==> config.mk <==
export PLATFORM = sky130hd
export DESIGN_NAME = planar_partition_scanout
export DESIGN_NICKNAME = d
export VERILOG_FILES = /design/src/rtl/pps_pkg.sv /design/src/rtl/pps_pixel_pack.sv /design/src/rtl/pps_partition_seek.sv /design/src/rtl/pps_scan_ctrl.sv /design/src/rtl/planar_partition_scanout.sv
export SDC_FILE = /design/constraint.sdc
export NUM_CORES = 1
export LEC_CHECK = 0
export ABC_AREA = 1
export BUFFER_PORTS_ARGS = -buffer_cell sky130_fd_sc_hd__buf_4
export CAP_MARGIN = 20
export CORE_ASPECT_RATIO = 1.2
export CORE_MARGIN = 3
export CORE_UTILIZATION = 60
export DETAILED_ROUTE_END_ITERATION = 8
export HOLD_SLACK_MARGIN = 0.1
export PLACE_DENSITY = 0.75
export REMOVE_ABC_BUFFERS = 1
export SKIP_CTS_REPAIR_TIMING = 1
export SYNTH_ARGS = -nofsm -noshare
export SYNTH_HDL_FRONTEND = slang
export SYNTH_SLANG_ARGS = --single-unit
==> constraint.sdc <==
create_clock -name clk -period 21.2 [get_ports clk]
set_input_delay 3.18 -clock clk [delete_from_list [all_inputs] [get_ports clk]]
set_output_delay 3.18 -clock clk [all_outputs]
set_load 0.03 [all_outputs]
==> src/rtl/pps_pkg.sv <==
// ----------------------------------------------------------------------------
// pps_pkg
// Shared types and constants for the planar partition scan-out block.
// ----------------------------------------------------------------------------
package pps_pkg;

    localparam int unsigned CFG_W       = 32;
    localparam int unsigned CFG_IDX_W   = 3;
    localparam int unsigned ADDR_W      = 16;
    localparam int unsigned LINES_W     = 10;
    localparam int unsigned ROW_W       = 9;
    localparam int unsigned COL_W       = 10;
    localparam int unsigned RBP_W       = 11;
    localparam int unsigned PIDX_W      = 3;
    localparam int unsigned GROUP_W     = 24;
    localparam int unsigned PLANE_W     = 8;
    localparam int unsigned NUM_PARTS   = 4;

    // register indexes
    localparam logic [CFG_IDX_W-1:0] CFG_ACTIVE_LINES = 3'd0;
    localparam logic [CFG_IDX_W-1:0] CFG_PART_0       = 3'd1;
    localparam logic [CFG_IDX_W-1:0] CFG_PART_1       = 3'd2;
    localparam logic [CFG_IDX_W-1:0] CFG_PART_2       = 3'd3;
    localparam logic [CFG_IDX_W-1:0] CFG_PART_3       = 3'd4;

    // item kinds
    localparam logic KIND_START = 1'b0;
    localparam logic KIND_DATA  = 1'b1;

    // partition word layout
    localparam int unsigned PW_WIDE_BIT  = 31;
    localparam int unsigned PW_LINES_HI  = 29;
    localparam int unsigned PW_LINES_LO  = 20;

    typedef logic [NUM_PARTS-1:0][CFG_W-1:0] part_words_t;

    typedef struct packed {
        logic                  pixels_valid;
        logic [GROUP_W-1:0]    pixel_group;
        logic                  doubled;
        logic [ROW_W-1:0]      row;
        logic [COL_W-1:0]      column;
        logic [ADDR_W-1:0]     fetch_addr;
        logic                  frame_done;
    } result_t;

    typedef struct packed {
        logic                  found;
        logic [PIDX_W-1:0]     index;
        logic [RBP_W-1:0]      rows_before;
        logic [ROW_W-1:0]      row;
        logic [ADDR_W-1:0]     word_ptr;
    } seek_t;

endpackage

==> src/rtl/pps_pixel_pack.sv <==
// ----------------------------------------------------------------------------
// pps_pixel_pack
// Interleaves three plane bytes into eight 3-bit pixels.
// ----------------------------------------------------------------------------
module pps_pixel_pack
(
    input  logic [pps_pkg::PLANE_W-1:0] blue,
    input  logic [pps_pkg::PLANE_W-1:0] red,
    input  logic [pps_pkg::PLANE_W-1:0] green,
    output logic [pps_pkg::GROUP_W-1:0] group
);
    import pps_pkg::*;

    always_comb
    begin
        for (int k = 0; k < PLANE_W; k++)
        begin
            group[3*k]   = red[k];
            group[3*k+1] = green[k];
            group[3*k+2] = blue[k];
        end
    end

endmodule

==> src/rtl/pps_partition_seek.sv <==
// ----------------------------------------------------------------------------
// pps_partition_seek
// Finds the next partition, from a given index on, that has rows to draw.
// ----------------------------------------------------------------------------
module pps_partition_seek
#(
    parameter int unsigned SCREEN_ROWS     = 400,
    parameter int unsigned PARTITION_COUNT = 4
)
(
    input  logic [pps_pkg::PIDX_W-1:0]  start_index,
    input  logic [pps_pkg::RBP_W-1:0]   start_rows,
    input  logic [pps_pkg::LINES_W-1:0] active_lines,
    input  pps_pkg::part_words_t        part_words,
    output pps_pkg::seek_t              seek
);
    import pps_pkg::*;

    localparam logic [RBP_W-1:0]  ROWS_LIM  = RBP_W'(SCREEN_ROWS);
    localparam logic [PIDX_W-1:0] PART_LIM  = PIDX_W'(PARTITION_COUNT);

    logic [PIDX_W-1:0]  idx;
    logic [RBP_W-1:0]   rbp;
    logic [LINES_W-1:0] lines;
    logic [CFG_W-1:0]   word;
    logic               found;
    logic               stopped;

    always_comb
    begin
        idx     = start_index;
        rbp     = start_rows;
        found   = 1'b0;
        stopped = 1'b0;
        word    = '0;
        lines   = '0;
        seek.word_ptr = '0;
        for (int j = 0; j < NUM_PARTS; j++)
        begin
            if (!found && !stopped)
            begin
                if (idx < PART_LIM && rbp < RBP_W'(active_lines))
                begin
                    word  = part_words[idx[1:0]];
                    lines = word[PW_LINES_HI:PW_LINES_LO];
                    if (lines != '0 && rbp < ROWS_LIM)
                    begin
                        found         = 1'b1;
                        seek.word_ptr = {word[ADDR_W-2:0], 1'b0};
                    end
                    else
                    begin
                        rbp = rbp + RBP_W'(lines);
                        idx = idx + 1'b1;
                    end
                end
                else
                begin
                    stopped = 1'b1;
                end
            end
        end
        seek.found       = found;
        seek.index       = idx;
        seek.rows_before = rbp;
        seek.row         = rbp[ROW_W-1:0];
    end

endmodule

==> src/rtl/pps_scan_ctrl.sv <==
// ----------------------------------------------------------------------------
// pps_scan_ctrl
// Scan state registers and the per-item next-state and result logic.
// ----------------------------------------------------------------------------
module pps_scan_ctrl
#(
    parameter int unsigned SCREEN_ROWS     = 400,
    parameter int unsigned SCREEN_COLS     = 640,
    parameter int unsigned PARTITION_COUNT = 4
)
(
    input  logic                        clk,
    input  logic                        rst_n,
    input  logic                        advance,
    input  logic                        kind,
    input  logic [pps_pkg::PLANE_W-1:0] plane_blue,
    input  logic [pps_pkg::PLANE_W-1:0] plane_red,
    input  logic [pps_pkg::PLANE_W-1:0] plane_green,
    input  logic [pps_pkg::LINES_W-1:0] active_lines,
    input  pps_pkg::part_words_t        part_words,
    output pps_pkg::result_t            result_next
);
    import pps_pkg::*;

    localparam logic [COL_W:0] COLS_LIM = (COL_W+1)'(SCREEN_COLS);
    localparam logic [ROW_W:0] ROWS_LIM = (ROW_W+1)'(SCREEN_ROWS);

    logic [PIDX_W-1:0] pidx_reg,     pidx_next;
    logic [RBP_W-1:0]  rbp_reg,      rbp_next;
    logic [ROW_W-1:0]  row_reg,      row_next;
    logic [COL_W-1:0]  col_reg,      col_next;
    logic [ADDR_W-1:0] wptr_reg,     wptr_next;
    logic              scanning_reg, scanning_next;

    logic [CFG_W-1:0]   cur_word;
    logic [LINES_W-1:0] cur_lines;
    logic               wide;
    logic [COL_W:0]     col_sum;
    logic [ROW_W:0]     row_inc;
    logic [RBP_W:0]     row_end;
    logic [ADDR_W-1:0]  wptr_inc;
    logic [GROUP_W-1:0] group;
    logic               is_start;
    logic [PIDX_W-1:0]  seek_idx;
    logic [RBP_W-1:0]   seek_rbp;
    seek_t              seek;

    assign is_start  = (kind == KIND_START);
    assign cur_word  = part_words[pidx_reg[1:0]];
    assign cur_lines = cur_word[PW_LINES_HI:PW_LINES_LO];
    assign wide      = cur_word[PW_WIDE_BIT];
    assign col_sum   = (COL_W+1)'(col_reg) + (wide ? (COL_W+1)'(16) : (COL_W+1)'(8));
    assign row_inc   = (ROW_W+1)'(row_reg) + 1'b1;
    assign row_end   = (RBP_W+1)'(rbp_reg) + (RBP_W+1)'(cur_lines);
    assign wptr_inc  = wptr_reg + 1'b1;
    assign seek_idx  = is_start ? '0 : pidx_reg + 1'b1;
    assign seek_rbp  = is_start ? '0 : RBP_W'(row_end);

    pps_pixel_pack u_pack
    (
        .blue  (plane_blue),
        .red   (plane_red),
        .green (plane_green),
        .group (group)
    );

    pps_partition_seek
    #(
        .SCREEN_ROWS     (SCREEN_ROWS),
        .PARTITION_COUNT (PARTITION_COUNT)
    )
    u_seek
    (
        .start_index  (seek_idx),
        .start_rows   (seek_rbp),
        .active_lines (active_lines),
        .part_words   (part_words),
        .seek         (seek)
    );

    always_comb
    begin
        pidx_next     = pidx_reg;
        rbp_next      = rbp_reg;
        row_next      = row_reg;
        col_next      = col_reg;
        wptr_next     = wptr_reg;
        scanning_next = scanning_reg;
        result_next   = '0;

        if (is_start)
        begin
            pidx_next     = seek.index;
            rbp_next      = seek.rows_before;
            row_next      = seek.found ? seek.row : '0;
            col_next      = '0;
            wptr_next     = seek.word_ptr;
            scanning_next = seek.found;
        end
        else if (scanning_reg)
        begin
            result_next.pixels_valid = 1'b1;
            result_next.pixel_group  = group;
            result_next.doubled      = wide;
            result_next.row          = row_reg;
            result_next.column       = col_reg;
            wptr_next                = wptr_inc;
            col_next                 = col_sum[COL_W-1:0];
            if (col_sum >= COLS_LIM)
            begin
                col_next = '0;
                if ((RBP_W+1)'(row_inc) >= row_end || row_inc >= ROWS_LIM)
                begin
                    pidx_next     = seek.index;
                    rbp_next      = seek.rows_before;
                    scanning_next = seek.found;
                    if (seek.found)
                    begin
                        row_next  = seek.row;
                        wptr_next = seek.word_ptr;
                    end
                end
                else
                begin
                    row_next = row_inc[ROW_W-1:0];
                end
            end
        end

        result_next.fetch_addr = scanning_next ? wptr_next : '0;
        result_next.frame_done = !scanning_next;
    end

    always_ff @(posedge clk or negedge rst_n)
    begin
        if (!rst_n)
        begin
            pidx_reg     <= '0;
            rbp_reg      <= '0;
            row_reg      <= '0;
            col_reg      <= '0;
            wptr_reg     <= '0;
            scanning_reg <= 1'b0;
        end
        else if (advance)
        begin
            pidx_reg     <= pidx_next;
            rbp_reg      <= rbp_next;
            row_reg      <= row_next;
            col_reg      <= col_next;
            wptr_reg     <= wptr_next;
            scanning_reg <= scanning_next;
        end
    end

endmodule

==> src/rtl/planar_partition_scanout.sv <==
// ----------------------------------------------------------------------------
// planar_partition_scanout
// Three-plane scan-out engine with up to four display partitions.
//
// Input channel (in_valid/in_ready): kind 0 starts a frame, kind 1 carries
// the blue, red and green plane bytes of the word named by the last
// fetch_addr. Every accepted item gives exactly one result item on the
// output channel (out_valid/out_ready) with the pixel group, its row and
// column, the next fetch address and the frame-done flag.
// The result is registered at the edge that accepts the item. Throughput is
// one item per cycle while out_ready stays high; the scan state and the
// partition search (at most four partitions) settle within that cycle.
// A single result register holds the item; in_ready stays high while that
// register is empty or being drained, so a stalled receiver holds the
// input side off after one item, without loss.
// Configuration (cfg_we/cfg_index/cfg_data) is written to registers and
// read live by the scan logic.
// Reset clears the scan state to idle, the registers to zero and empties
// the result register.
// ----------------------------------------------------------------------------
module planar_partition_scanout
#(
    parameter int unsigned SCREEN_ROWS     = 400,
    parameter int unsigned SCREEN_COLS     = 640,
    parameter int unsigned PARTITION_COUNT = 4
)
(
    input  logic                          clk,
    input  logic                          rst_n,
    input  logic                          cfg_we,
    input  logic [pps_pkg::CFG_IDX_W-1:0] cfg_index,
    input  logic [pps_pkg::CFG_W-1:0]     cfg_data,
    input  logic                          in_valid,
    output logic                          in_ready,
    input  logic                          kind,
    input  logic [pps_pkg::PLANE_W-1:0]   plane_blue,
    input  logic [pps_pkg::PLANE_W-1:0]   plane_red,
    input  logic [pps_pkg::PLANE_W-1:0]   plane_green,
    output logic                          out_valid,
    input  logic                          out_ready,
    output logic                          pixels_valid,
    output logic [pps_pkg::GROUP_W-1:0]   pixel_group,
    output logic                          doubled,
    output logic [pps_pkg::ROW_W-1:0]     row,
    output logic [pps_pkg::COL_W-1:0]     column,
    output logic [pps_pkg::ADDR_W-1:0]    fetch_addr,
    output logic                          frame_done
);
    import pps_pkg::*;

    logic [LINES_W-1:0] active_lines_reg;
    part_words_t        part_words_reg;
    result_t            result_reg;
    result_t            result_next;
    logic               out_valid_reg;
    logic               advance;

    assign in_ready = !out_valid_reg || out_ready;
    assign advance  = in_valid && in_ready;

    always_ff @(posedge clk or negedge rst_n)
    begin
        if (!rst_n)
        begin
            active_lines_reg <= '0;
            part_words_reg   <= '0;
        end
        else if (cfg_we)
        begin
            case (cfg_index)
                CFG_ACTIVE_LINES: active_lines_reg  <= cfg_data[LINES_W-1:0];
                CFG_PART_0:       part_words_reg[0] <= cfg_data;
                CFG_PART_1:       part_words_reg[1] <= cfg_data;
                CFG_PART_2:       part_words_reg[2] <= cfg_data;
                CFG_PART_3:       part_words_reg[3] <= cfg_data;
                default:          ;
            endcase
        end
    end

    pps_scan_ctrl
    #(
        .SCREEN_ROWS     (SCREEN_ROWS),
        .SCREEN_COLS     (SCREEN_COLS),
        .PARTITION_COUNT (PARTITION_COUNT)
    )
    u_ctrl
    (
        .clk          (clk),
        .rst_n        (rst_n),
        .advance      (advance),
        .kind         (kind),
        .plane_blue   (plane_blue),
        .plane_red    (plane_red),
        .plane_green  (plane_green),
        .active_lines (active_lines_reg),
        .part_words   (part_words_reg),
        .result_next  (result_next)
    );

    always_ff @(posedge clk or negedge rst_n)
    begin
        if (!rst_n)
        begin
            out_valid_reg <= 1'b0;
        end
        else if (advance)
        begin
            out_valid_reg <= 1'b1;
        end
        else if (out_ready)
        begin
            out_valid_reg <= 1'b0;
        end
    end

    always_ff @(posedge clk)
    begin
        if (advance)
        begin
            result_reg <= result_next;
        end
    end

    assign out_valid    = out_valid_reg;
    assign pixels_valid = result_reg.pixels_valid;
    assign pixel_group  = result_reg.pixel_group;
    assign doubled      = result_reg.doubled;
    assign row          = result_reg.row;
    assign column       = result_reg.column;
    assign fetch_addr   = result_reg.fetch_addr;
    assign frame_done   = result_reg.frame_done;

endmodule
==> reports/qor.yml, run 1 <==
initial_core_util: 0.616
grt_pass1_vias: 17500
syn_area_um2: 17900
nNetsFinal: 2889
cts-root-buf: "clkbuf_16"
die_h_um: 195
cts_buffers: 24
nFillCells: 2635
cts.sink_count: 221
synth-main-ff-cell: "dfrtp_1"
vias: 18700
dr.pass1.iters: 9
startpoint_type: "input port"
largest_reg_flops: 104
mostFrequentLayoutCell: "nand2_1"
regArea_um2: 5830
status: "finished, final reports clean"
coreArea_um2: 29100
track_usage: 0.350
gp_congestion: 0.997
crit_fanout: 72
yosysTopAreaCell: "dfrtp_1"
die-area_um2: 32000
wl_um: 57200
ys_top_cells_by_area: "dfrtp_1, nand2_1, edfxtp_1, o21ai_0, ha_1"
critPathMostFrequentCell: "nand2_1"
synthArstFlopShare: 0.733
synth_top_area_frac: 0.226
clock.fmax_mhz: 66.6
routed_via_density: 5.99
finalHoldViolations: 0
worst_setup_path_end_kind: "flip-flop"
wl_per_cell_um: 18.3
synth_seq_cells: 221
clk_latency_ps: 560
crit_path_max_incr_delay_ps: 930
grt_pass1_wl_um: 89800
final_layout_size_suffix_gt1_frac: 0.0848
ios: 129
netlist_instances: 2675
finalCritPeriodShare: 0.709
yosys_warnings: 0
final_cell_mix: "nand2_1, inv_1, o21ai_0"
max-clock-path-buffers: 3
area_delta_synth_final_pct: 9.66
maxCapViolCount: 0
critical_path_arrival_ps: 15470
multiInputGateArea_um2: 10300
grt_use_met2: 0.570
tritoncts: "built"
overflow: 0
drt_iter0_markers: 2151
cts-htree-levels: 1
grt_use_met3: 0.0507
drv_slew: 0
relSlewSlack: 0.320
grt.busiest_layer: "met2"
yosysSeqAreaShare: 0.325
worst_pin_slew_ps: 1020
rsz0062_at_grt: "false"
die_w_um: 164
cp.required_ps: 21650
place_area_um2: 18800
stdcell_area_um2: 19700
setup_viol: 0
critPathTopFamily: "simple AND/OR/NAND/NOR gates"
grt_max_degree: 103
diodes: 0
path_buf_inv: 11
rows: 68
crit_slowest_cell: "inv_1"
critPathKind: "input port to flip-flop"
period_needed_ps: 15030
ys_types: 56
finalSetupTns_ps: 0
drc: 0
hp-class: "flip-flop to flip-flop"
avgSynthCellArea_um2: 6.70
ant_nets: 0
use_met1: 0.463
synth_edf_count: 59
antenna_found_initial: 0
dp_hpwl_um: 39400
fin_skew_ps: 20.7
port_buffers: 119
cts.clk_slew.worst_paths_ps: 60
layer usage:
metal	vias up	share of wire
met3	191	0.10
met2	1007	0.46
li1	8856	-
met4	0	0.043
met5	-	0
met1	8635	0.40
logic make-up after synthesis:
| logic type | synth area share |
|---|---|
| adder cells (fa/ha/maj) | 0.0765 |
| XOR/XNOR | 0.0210 |
| flip-flops | 0.325 |
| AO/OA/AOI/OAI | 0.180 |
| AND/OR/NAND/NOR | 0.294 |
| other | 0.000209 |
| buffers and inverters | 0.103 |
worst paths after layout:
kind	cells past startpoint	to	startpoint	slack, ps
max reg2reg	67	u_ctrl.row_reg[8]$_DFFE_PN0P_	u_ctrl.pidx_reg[0]$_DFFE_PN0P_	7490
min	2	u_ctrl.wptr_reg[8]$_DFFE_PN0P_	u_ctrl.wptr_reg[8]$_DFFE_PN0P_	480
max in group asynchronous	2	part_words_reg[88]$_DFFE_PN0P_	rst_n	17030
min in group asynchronous	1	part_words_reg[58]$_DFFE_PN0P_	rst_n	2750
min reg2reg	2	u_ctrl.wptr_reg[8]$_DFFE_PN0P_	u_ctrl.wptr_reg[8]$_DFFE_PN0P_	480
max	57	u_ctrl.row_reg[8]$_DFFE_PN0P_	kind	6170
area by class of cell:
class / instances / share of cell area
Multi-Input combinational cell: 2001 / 0.522
Clock inverter: 14 / 0.00707
Clock buffer: 30 / 0.0317
Sequential cell: 221 / 0.296
Timing Repair Buffer: 138 / 0.0546
Tap cell: 385 / 0.0245
Inverter: 332 / 0.0637
worst reg2reg max path: cells and delay by family, from the launching register on:
family | cells | cell delay, ps
adder cells (fa/ha/maj) | 6 | 1810
AND/OR/NAND/NOR | 31 | 5100
AO/OA/AOI/OAI | 17 | 3240
flip-flops | 1 | 330
buffers and inverters | 12 | 3030
XOR/XNOR | 1 | 160
cell usage after synthesis, drive strengths merged, types with 31 or more instances:
cell type    n
inv        331
xor2        31
clkbuf      74
buf         49
nor2       233
nand2      780
edfxtp      59
a21oi      144
o21ai      340
o22ai       33
nand3      197
ha         100
dfrtp      162
through the flow:
step / hold slack, ps / utilization / cells / setup WS [ps]
final: 480 / 0.675 / 3121 / 6170
after global routing: 511 / 0.675 / 3121 / 5520
after CTS: 483 / 0.674 / 3119 / 6730
after detailed placement: 466 / 0.648 / 3075 / 6170
after global placement: 463 / 0.648 / 3075 / 6430
after floorplan: 449 / - / 2554 / 9340
Power of run 1 is not shown: default switching activity piles up to over one toggle a cycle in this logic, so the estimate is an artifact.
==> run 2: changes to the inputs <==
clock period = 14.9 ns   (was 21.2 ns; I/O delays follow)
==> run 2 against run 1 <==
  * Routed wire length grew 1.4%
  * Critical path depth shrank 1
  * Via count up 0.86%
  * Final cell count grew 0.13%
  * Cell area grew 0.78%
  * Register-to-register slack worse by 5300 ps
  * Clock skew down 7.7 ps
  * First-iteration DRC count is 3.4% lower
  * Critical path type unchanged
  * Critical endpoint is now fetch_addr[7]$_SDFFCE_PN0P_
  * Highest routed layer unchanged
==> reports/qor.yml, run 2 (same netlist as run 1, synthesis figures left out) <==
status: "finished, final reports clean"
critPathTopFamily: "simple AND/OR/NAND/NOR gates"
clk_latency_ps: 560  # about the same
overflow: 0  # unchanged
track_usage: 0.355  # +0.00523
die_w_um: 164  # unchanged
worstRegToRegCells: 65  # -3.0%
initial_core_util: 0.616  # unchanged
nNetsFinal: 2893  # +0.14%
rows: 68  # unchanged
finalSetupTns_ps: 0  # unchanged
critical_path_arrival_ps: 13370  # -2100 ps
cp.required_ps: 15290  # -6360 ps
finalHoldViolations: 0  # unchanged
mostFrequentLayoutCell: "nand2_1"
tritoncts: "built"
timing.rr.start: "u_ctrl.pidx_reg[0]$_DFFE_PN0P_"
ant_nets: 0  # unchanged
crit_end: "fetch_addr[7]$_SDFFCE_PN0P_"
fin_skew_ps: 13.0  # -7.68 ps
path_buf_inv: 9  # -2
crit_fanout: 44  # -39%
holdCritStartpoint: "u_ctrl.wptr_reg[3]$_DFFE_PN0P_"
regToRegEndpoint: "u_ctrl.row_reg[8]$_DFFE_PN0P_"
die-area_um2: 32000  # unchanged
reg2reg_slack_ps: 2230  # -5260 ps
area_delta_synth_final_pct: 10.5
setup_viol: 0  # unchanged
wl_per_cell_um: 18.6  # +1.2%
vias: 18800  # +0.86%
diodes: 0  # unchanged
rsz0062_at_grt: "false"
critPathKind: "input port to flip-flop"
cts_buffers: 24  # unchanged
crit_slowest_cell: "nand2_2"
cp-startpoint: "kind"
relSlewSlack: 0.256  # -0.0639
gp_congestion: 1.03  # +3.3%
wl_um: 58000  # +1.4%
final_cell_mix: "nand2_1, inv_1, o21ai_0"
cts-htree-levels: 1  # unchanged
hp-class: "flip-flop to flip-flop"
finalCritPeriodShare: 0.871
layout.cells.non_filler: 3125  # +0.13%
grt_max_degree: 100  # -2.9%
antenna_found_initial: 0  # unchanged
grt_pass1_wl_um: 91000  # +1.3%
maxCapViolCount: 0  # unchanged
worst_setup_path_end_kind: "flip-flop"
startpoint_type: "input port"
drt_iter0_markers: 2078  # -3.4%
drv_slew: 0  # unchanged
dpl.cell_count: 3080  # +0.16%
crit_path_max_incr_delay_ps: 770  # -160 ps
clock.fmax_mhz: 77.0
routed_via_density: 6.03  # +0.73%
drc: 0  # unchanged
worst_pin_slew_ps: 1110  # +95.5 ps
grt_pass1_vias: 17500  # -0.37%
coreArea_um2: 29100  # unchanged
cts.sink_count: 221  # unchanged
dp_hpwl_um: 40300  # +2.1%
final_layout_size_suffix_gt1_frac: 0.0872  # +0.00243
critPathMostFrequentCell: "nand2_1"
dr.pass1.iters: 7  # -2
cts.clk_slew.worst_paths_ps: 70  # about the same
largest_reg_flops: 104  # unchanged
max-clock-path-buffers: 3  # unchanged
cts-root-buf: "clkbuf_16"
crit_cells: 56  # -1.8%
period_needed_ps: 12980
ios: 129  # unchanged
port_buffers: 119  # unchanged
die_h_um: 195  # unchanged
run 2: cell count changes in the layout (fill, tap and decap cells not counted), sizes merged:
cell	delta
clkinv	-3
bufinv	+4
buf	+4
inv	+1
clkinvlp	-1
clkbuf	-1
run 2: area by class of cell:
type                    count  area, um2
multi-input cells        2001      10300
fillers                  2634       9290
flip-flops and latches    221       5830
inverters                 332       1250
repair buffers            142       1100
clock buffers              29        639
well taps                 385        482
clock inverters            15        245
run 2: how the worst min path moves through the flow:
stage,endpoint,slack [ps],cells after the start
floorplan,u_ctrl.wptr_reg[15]$_DFFE_PN0P_,450,2
global placement,u_ctrl.wptr_reg[5]$_DFFE_PN0P_,460,2
detailed placement,u_ctrl.wptr_reg[3]$_DFFE_PN0P_,460,2
CTS,u_ctrl.wptr_reg[3]$_DFFE_PN0P_,480,2
global route,u_ctrl.wptr_reg[3]$_DFFE_PN0P_,500,2
finish,u_ctrl.wptr_reg[3]$_DFFE_PN0P_,480,2
run 2: tightest hold or removal path, cell delays in order (launching register included):
cell	delay, ps
dfrtp_1	340
nand2_1	50
nand2_1	50
run 2: metal layers:
metal  up-vias  routed length, um  track usage
li1       8868                  -            -
met1      8709              22800        0.466
met2      1063              26500        0.582
met3       209               6190       0.0575
met4         0               2580        0.149
met5         -                  0            0
run 2: stage by stage:
step / utilization / cell area [um2] / setup slack (ps) / hold slack (ps)
2_1_floorplan: - / 17300 / 3980 / 449
3_3_place_gp: 0.649 / 18900 / 1910 / 462
3_5_place_dp: 0.650 / 18900 / 1810 / 465
4_1_cts: 0.680 / 19800 / 2390 / 481
5_1_grt: 0.681 / 19800 / 1000 / 498
6_report: 0.681 / 19800 / 1920 / 480
Power of run 2 is left out for the same reason.
